## config.mk

```make
export PLATFORM = sky130hd
export DESIGN_NAME = word_length_histogram
export DESIGN_NICKNAME = d
export VERILOG_FILES = /design/src/rtl/core/wlh_pkg.sv /design/src/rtl/core/wlh_ctrl.sv /design/src/rtl/core/wlh_datapath.sv /design/src/rtl/core/word_length_histogram.sv
export SDC_FILE = /design/constraint.sdc
export NUM_CORES = 1
export LEC_CHECK = 0
export BUFFER_PORTS_ARGS = -buffer_cell sky130_fd_sc_hd__buf_2
export CAP_MARGIN = 10
export CORE_ASPECT_RATIO = 2
export CORE_MARGIN = 10
export CORE_UTILIZATION = 35
export CTS_CLUSTER_DIAMETER = 120
export CTS_CLUSTER_SIZE = 30
export DETAILED_ROUTE_END_ITERATION = 12
export GPL_TIMING_DRIVEN = 0
export SKIP_CTS_REPAIR_TIMING = 1
export SLEW_MARGIN = 20
export SYNTH_ARGS = -nofsm -noshare
export SYNTH_HDL_FRONTEND = slang
export SYNTH_SLANG_ARGS = --single-unit
```

## constraint.sdc

```tcl
create_clock -name clk -period 6 [get_ports clk]
set_input_delay 1.2 -clock clk [delete_from_list [all_inputs] [get_ports clk]]
set_output_delay 1.2 -clock clk [all_outputs]
set_load 0.02 [all_outputs]
```

## src/rtl/core/wlh_pkg.sv

```systemverilog
package wlh_pkg;

	localparam int MAX_WORD_LEN = 32;
	localparam int IDX_W = (MAX_WORD_LEN > 1) ? $clog2(MAX_WORD_LEN) : 1;
	localparam int LEN_W = $clog2(MAX_WORD_LEN + 2);
	localparam int OCC_W = 24;
	localparam int WL_W = 6;

	typedef enum logic [2:0] {
		S_IDLE,
		S_WB,
		S_RD,
		S_CHK,
		S_OUT
	} state_t;

	typedef struct packed {
		logic take;
		logic idx_clr;
		logic idx_inc;
		logic rd_bin;
		logic load_bin;
		logic load_empty;
		logic clear_all;
	} wlh_cmd_t;

	typedef struct packed {
		logic no_words;
		logic bin_nonzero;
		logic bin_last;
		logic out_done;
		logic out_last;
	} wlh_status_t;

endpackage

```

## src/rtl/core/wlh_ctrl.sv

```systemverilog
module wlh_ctrl import wlh_pkg::*; (
	input  logic        clk,
	input  logic        arst_n,
	input  logic        in_valid,
	input  logic        req_type,
	output logic        in_ready,
	input  wlh_status_t status,
	output wlh_cmd_t    cmd
);

	state_t state_q;
	state_t state_d;
	logic   take;

	assign take = in_valid & in_ready;

	always_ff @(posedge clk or negedge arst_n) begin
		if (!arst_n) begin
			state_q <= S_IDLE;
		end else begin
			state_q <= state_d;
		end
	end

	always_comb begin
		state_d = state_q;
		case (state_q)
			S_IDLE: begin
				if (take && req_type) begin
					state_d = S_WB;
				end
			end
			S_WB: begin
				if (status.no_words) begin
					state_d = S_OUT;
				end else begin
					state_d = S_RD;
				end
			end
			S_RD: begin
				state_d = S_CHK;
			end
			S_CHK: begin
				if (status.bin_nonzero) begin
					state_d = S_OUT;
				end else begin
					state_d = S_RD;
				end
			end
			S_OUT: begin
				if (status.out_done) begin
					if (status.out_last) begin
						state_d = S_IDLE;
					end else begin
						state_d = S_RD;
					end
				end
			end
			default: begin
				state_d = S_IDLE;
			end
		endcase
	end

	always_comb begin
		in_ready = 1'b0;
		cmd = '0;
		case (state_q)
			S_IDLE: begin
				in_ready = 1'b1;
				cmd.take = take;
			end
			S_WB: begin
				cmd.idx_clr = 1'b1;
				cmd.load_empty = status.no_words;
			end
			S_RD: begin
				cmd.rd_bin = 1'b1;
			end
			S_CHK: begin
				cmd.load_bin = status.bin_nonzero;
				cmd.idx_inc = ~status.bin_nonzero;
			end
			S_OUT: begin
				cmd.clear_all = status.out_done & status.out_last;
				cmd.idx_inc = status.out_done & ~status.out_last;
			end
			default: begin
				cmd = '0;
			end
		endcase
	end

endmodule

```

## src/rtl/core/wlh_datapath.sv

```systemverilog
module wlh_datapath import wlh_pkg::*; (
	input  logic             clk,
	input  logic             arst_n,
	input  wlh_cmd_t         cmd,
	input  logic             req_type,
	input  logic [7:0]       char_byte,
	output wlh_status_t      status,
	output logic             out_valid,
	input  logic             out_ready,
	output logic [WL_W-1:0]  bin_len,
	output logic [OCC_W-1:0] occurrences,
	output logic             last_bin,
	output logic             length_overflow
);

	localparam logic [LEN_W-1:0] MAX_LEN = LEN_W'(MAX_WORD_LEN);
	localparam logic [OCC_W-1:0] OCC_MAX = '1;

	function automatic logic is_delim(input logic [7:0] c);
		is_delim = (c == 8'h20) || (c == 8'h2E) || (c == 8'h2C) || (c == 8'h3B) ||
			(c == 8'h28) || (c == 8'h29) || (c == 8'h0A);
	endfunction

	logic [OCC_W-1:0]        bins_mem [MAX_WORD_LEN];
	logic [MAX_WORD_LEN-1:0] bin_vld_q;
	logic [OCC_W-1:0]        rd_data_q;
	logic                    rd_vld_q;
	logic [LEN_W-1:0]        cur_len_q;
	logic [LEN_W-1:0]        longest_q;
	logic                    overflow_q;
	logic [IDX_W-1:0]        idx_q;
	logic                    inc_s1;
	logic [IDX_W-1:0]        addr_s1;
	logic                    out_valid_q;
	logic [WL_W-1:0]         bin_len_q;
	logic [OCC_W-1:0]        occurrences_q;
	logic                    last_q;

	logic                    delim;
	logic                    close_now;
	logic [LEN_W-1:0]        close_len;
	logic [IDX_W-1:0]        close_addr;
	logic [IDX_W-1:0]        rd_addr;
	logic                    rd_en;
	logic [OCC_W-1:0]        bin_val;
	logic [OCC_W-1:0]        bin_next;
	logic [LEN_W-1:0]        idx_len;

	assign delim = is_delim(char_byte);
	assign close_now = cmd.take && (req_type || delim) && (cur_len_q != '0);
	assign close_len = (cur_len_q > MAX_LEN) ? MAX_LEN : cur_len_q;
	assign close_addr = IDX_W'(close_len - LEN_W'(1));
	assign rd_addr = close_now ? close_addr : idx_q;
	assign rd_en = close_now | cmd.rd_bin;
	assign bin_val = rd_vld_q ? rd_data_q : '0;
	assign bin_next = (bin_val == OCC_MAX) ? bin_val : bin_val + OCC_W'(1);
	assign idx_len = LEN_W'(idx_q) + LEN_W'(1);

	assign status.no_words = (longest_q == '0);
	assign status.bin_nonzero = (bin_val != '0);
	assign status.bin_last = (idx_len == longest_q);
	assign status.out_done = out_valid_q & out_ready;
	assign status.out_last = last_q;

	assign out_valid = out_valid_q;
	assign bin_len = bin_len_q;
	assign occurrences = occurrences_q;
	assign last_bin = last_q;
	assign length_overflow = overflow_q;

	// bin store: registered read; a word end writes back in the next cycle
	always_ff @(posedge clk) begin
		if (rd_en) begin
			rd_data_q <= bins_mem[rd_addr];
		end
		if (inc_s1) begin
			bins_mem[addr_s1] <= bin_next;
		end
	end

	always_ff @(posedge clk or negedge arst_n) begin
		if (!arst_n) begin
			bin_vld_q <= '0;
			rd_vld_q <= 1'b0;
			inc_s1 <= 1'b0;
		end else begin
			inc_s1 <= close_now;
			if (rd_en) begin
				rd_vld_q <= bin_vld_q[rd_addr];
			end
			if (cmd.clear_all) begin
				bin_vld_q <= '0;
			end else if (inc_s1) begin
				bin_vld_q[addr_s1] <= 1'b1;
			end
		end
	end

	always_ff @(posedge clk) begin
		addr_s1 <= close_addr;
	end

	always_ff @(posedge clk or negedge arst_n) begin
		if (!arst_n) begin
			cur_len_q <= '0;
			longest_q <= '0;
			overflow_q <= 1'b0;
		end else if (cmd.clear_all) begin
			cur_len_q <= '0;
			longest_q <= '0;
			overflow_q <= 1'b0;
		end else if (close_now) begin
			cur_len_q <= '0;
			if (close_len > longest_q) begin
				longest_q <= close_len;
			end
			if (cur_len_q > MAX_LEN) begin
				overflow_q <= 1'b1;
			end
		end else if (cmd.take && !req_type && !delim && (cur_len_q <= MAX_LEN)) begin
			cur_len_q <= cur_len_q + LEN_W'(1);
		end
	end

	always_ff @(posedge clk or negedge arst_n) begin
		if (!arst_n) begin
			idx_q <= '0;
		end else if (cmd.idx_clr) begin
			idx_q <= '0;
		end else if (cmd.idx_inc) begin
			idx_q <= idx_q + IDX_W'(1);
		end
	end

	always_ff @(posedge clk or negedge arst_n) begin
		if (!arst_n) begin
			out_valid_q <= 1'b0;
			last_q <= 1'b0;
		end else if (cmd.load_bin) begin
			out_valid_q <= 1'b1;
			last_q <= status.bin_last;
		end else if (cmd.load_empty) begin
			out_valid_q <= 1'b1;
			last_q <= 1'b1;
		end else if (status.out_done) begin
			out_valid_q <= 1'b0;
		end
	end

	always_ff @(posedge clk) begin
		if (cmd.load_bin) begin
			bin_len_q <= WL_W'(idx_len);
			occurrences_q <= bin_val;
		end else if (cmd.load_empty) begin
			bin_len_q <= '0;
			occurrences_q <= '0;
		end
	end

endmodule

```

## src/rtl/core/word_length_histogram.sv

```systemverilog
// Word-length histogram. Text bytes (req_type 0) are taken one per cycle while idle;
// space, period, comma, semicolon, both parentheses and newline end a word, and each
// word end bumps a saturating 24-bit count for its length in a 32-entry bin memory (read
// at the word end, written back on the next cycle; two word ends are never adjacent).
// Words longer than MAX_WORD_LEN count in the top bin and raise length_overflow. An
// end request (req_type 1) closes any open word and stops input while the report runs:
// the single bin read port is walked from length 1 to the longest length seen; each bin
// is read and checked, each nonzero one held as one transaction until taken, last_bin on
// the final one. With no words a single marker of length 0, count 0 is sent. Taking the
// last transaction clears the histogram and input is accepted again on the next cycle.
module word_length_histogram import wlh_pkg::*; (
	input  logic             clk,
	input  logic             arst_n,
	input  logic             in_valid,
	output logic             in_ready,
	input  logic             req_type,
	input  logic [7:0]       char_byte,
	output logic             out_valid,
	input  logic             out_ready,
	output logic [WL_W-1:0]  bin_len,
	output logic [OCC_W-1:0] occurrences,
	output logic             last_bin,
	output logic             length_overflow
);

	wlh_cmd_t    cmd;
	wlh_status_t status;

	wlh_ctrl u_ctrl (
		.clk      (clk),
		.arst_n   (arst_n),
		.in_valid (in_valid),
		.req_type (req_type),
		.in_ready (in_ready),
		.status   (status),
		.cmd      (cmd)
	);

	wlh_datapath u_datapath (
		.clk             (clk),
		.arst_n          (arst_n),
		.cmd             (cmd),
		.req_type        (req_type),
		.char_byte       (char_byte),
		.status          (status),
		.out_valid       (out_valid),
		.out_ready       (out_ready),
		.bin_len         (bin_len),
		.occurrences     (occurrences),
		.last_bin        (last_bin),
		.length_overflow (length_overflow)
	);

endmodule
```

==> flow_metrics.py <==
metrics = {
    "min_path": {
        "min_path_type": "input port to async pin",
    },
    "timing": {
        "slew_viol_final": 0,
        "rsz0062_at_grt": "false",
        "hold_violations": 0,
        "fin_skew_ns": 0.0289,
        "fmax_mhz": 182,
        "timing.final.crit_period_ns": 5.49,
        "layout_setup_ws_ns": 0.510,
        "tightest_slew_ns": 1.23,
        "setup_viol": 0,
        "fin_crit_sh_pct": 91.5,
        "fin_hold_ws_ns": 0.434,
        "slew-limit-headroom_pct": 17.4,
    },
    "synthesis": {
        "yosysMostFrequentCell": "nand2_1",
        "postSynthAreaPerCell_um2": 13.0,
        "ys_seq_area_share_pct": 72.6,
        "ys_top_cells_by_count": "nand2_1 (836), edfxtp_1 (822), a31oi_1 (199)",
        "synth-seq-cells": 884,
        "ys_top_cells_by_area": "edfxtp_1 (68%), nand2_1 (8.7%), dfrtp_1 (4.0%)",
        "synth_area_leader_cell": "edfxtp_1",
        "yosysWarningCount": 0,
        "synth_top_cell_area_share_pct": 68.4,
        "synth_edf_count": 822,
        "synth-main-ff-cell": "edfxtp_1",
        "ys_async_sr_fraction_pct": 6.45,
        "ys_types": 69,
        "synth_cells": 2782,
        "synth_nets": 2807,
        "netlist_area_um2": 36100,
    },
    "finish": {
        "seqCellArea_um2": 26200,
        "fillers": 9437,
        "multi_input_area_um2": 9430,
        "area_delta_synth_final_pct": 13.3,
        "fin_util_pct": 39.9,
        "layout.cells.non_filler": 4304,
        "drive_above_1_share_pct": 12.2,
        "nets": 2958,
    },
    "placement": {
        "post-place-cells": 4240,
        "pre_cts_ws_ns": 0.296,
        "port_buffers": 46,
        "dp_hpwl_um": 85800,
        "place.gp.congestion": 0.992,
    },
    "global_route": {
        "grt_usage_pct": 19.4,
        "grt_max_degree": 47,
        "grt_first_pass_wirelength_um": 162000,
        "grt-ovfl-total": 0,
        "antenna_found_initial": 2,
        "grt_pass1_vias": 22900,
    },
    "worst_setup_path": {
        "path_max_fanout": 10,
        "start_kind": "register",
        "arrival_ns": 5.78,
        "critical_path_class": "register to register",
        "critical_path_required_ns": 6.29,
        "worst_setup_path_end_kind": "register",
    },
    "clock_network": {
        "tritoncts": "done",
        "cts_made_buffers": 35,
        "htree_levels": 2,
        "clk_latency_ns": 0.60,
        "clk_pin_slew_ns": 0.12,
        "clock-sinks": 884,
        "cts_root_buf": "clkbuf_16",
        "max-clock-path-buffers": 3,
    },
    "route": {
        "via_count": 23000,
        "dr.pass1.iters": 6,
        "wire_per_inst_um": 26.8,
        "drt_iter0_markers": 1834,
        "drc_errors": 0,
        "postRouteAntennaNets": 0,
        "wirelength_um": 115000,
        "viasPerCell": 5.35,
    },
    "floorplan": {
        "core_area_um2": 102000,
        "ioPinCount": 47,
        "die_w_um": 247,
        "fp-row-count": 166,
        "dieArea_um2": 117000,
        "floorplan.initialDensity_pct": 35.2,
        "die-height_um": 474,
    },
    "power_and_ir_drop": {
        "peakVddDrop_v": 0.000203,
        "leakagePower_nw": 14.6,
        "powerDensity_nw_per_um2": 418,
    },
    "flow_run": {
        "cap_violations": 0,
    },
    "run_status": {
        "outcome": "finished clean",
    },
}
routing by layer:
metal  routed length, um  vias up  track usage, %
met2               61400      876            35.9
met3                5530      279            2.32
met1               36200    11400            18.3
met5                   0        -               0
li1                    -    10500               -
met4               12200        0            17.2
state kept, by name, indices dropped and copies added (netlist names):
name                        cells
u_datapath.bins_mem           768
u_datapath.bin_vld_q           32
u_datapath.occurrences         24
u_datapath.rd_data_q           24
u_datapath.bin_len              6
u_datapath.cur_len_q            6
u_datapath.longest_q            6
u_datapath.addr_s1              5
u_datapath.idx_q                5
u_ctrl.state_q                  3
u_datapath.inc_s1               1
u_datapath.last_bin             1
u_datapath.length_overflow      1
u_datapath.out_valid            1
u_datapath.rd_vld_q             1
worst max-delay path: stages, from the launching register on:
cell and delay, ns:
dfrtp_1 0.45, inv_1 0.11, ha_1 0.15, or4b_1 0.42, buf_2 0.20, nand2_1 0.09
nand2_1 0.12, ha_1 0.36, inv_1 0.09, o211ai_1 0.16, o21a_1 0.25, clkbuf_1 0.73
clkbuf_1 0.60, a31oi_1 0.23, o22ai_1 0.93, nor4_1 0.28
final cells by class:
cell class	count	area share (%)
Antenna cell	1	0.00612
Buffer	170	2.12
Clock buffer	62	2.49
Clock inverter	1	0.0398
Inverter	24	0.220
Multi-Input combinational cell	1704	23.1
Sequential cell	884	64.1
Tap cell	1344	4.11
Timing Repair Buffer	114	3.86
placed cells by master, fill, tap and decap left out, types with 20 or more instances in the layout:
master     Yosys  routed
a31oi_1      199     198
and3_1       197     197
buf_12         0      32
buf_2         77     126
clkbuf_1      62      86
clkbuf_16      0      37
dfrtp_1       57      57
edfxtp_1     822     822
inv_1         22      22
nand2_1      836     836
nand4_1       22      22
nor2_1        79      34
nor2_4         0      45
nor4_2        20      20
o21a_1        35      35
o22ai_1       99      97
xor2_1        24      20
final timing paths:
check / start / endpoint / cells after the start / slack, ns
hold reg to reg: u_datapath.bin_vld_q[13] / u_datapath.bin_vld_q[13] / 1 / 0.51
setup reg to reg: u_datapath.cur_len_q[0] / u_datapath.rd_data_q[14] / 15 / 0.51
max in group asynchronous: arst_n / u_datapath.bin_vld_q[25] / 2 / 5.04
min in group clk: u_datapath.bin_vld_q[13] / u_datapath.bin_vld_q[13] / 1 / 0.51
hold / removal: arst_n / u_datapath.length_overflow / 1 / 0.43
setup / recovery: u_datapath.cur_len_q[0] / u_datapath.rd_data_q[14] / 15 / 0.51
power by group:
| part | switching [mW] | internal, mW |
|---|---|---|
| Combinational | 4.51 | 1.73 |
| Clock | 1.81 | 1.19 |
| Sequential | 0.221 | 7.65 |
per-stage QoR:
| step | power [mW] | TNS (ns) | instance area (um2) |
|---|---|---|---|
| floorplan | 11.0 | 0 | 36100 |
| global placement | 13.6 | -154.69 | 38000 |
| detailed placement | 14.1 | 0 | 39800 |
| CTS | 17.1 | 0 | 40900 |
| global route | 17.7 | 0 | 40900 |
| finish | 17.1 | 0 | 40900 |
cells by family (layout without fill, tap and decap cells):
kind of cell | Yosys count | in the layout | share of synthesized area [%]
DFF | 884 | 884 | 72.6
other | 0 | 1 | 0
adders and majority gates | 12 | 12 | 0.416
buffers and inverters | 194 | 371 | 2.65
and+or+nand+nor | 1252 | 1252 | 15.9
AOI/OAI and AO/OA | 383 | 383 | 6.88
muxes | 18 | 18 | 0.589
xor gates and xnor gates | 39 | 39 | 0.946
No activity file was read; power rests on OpenSTA's default activity.
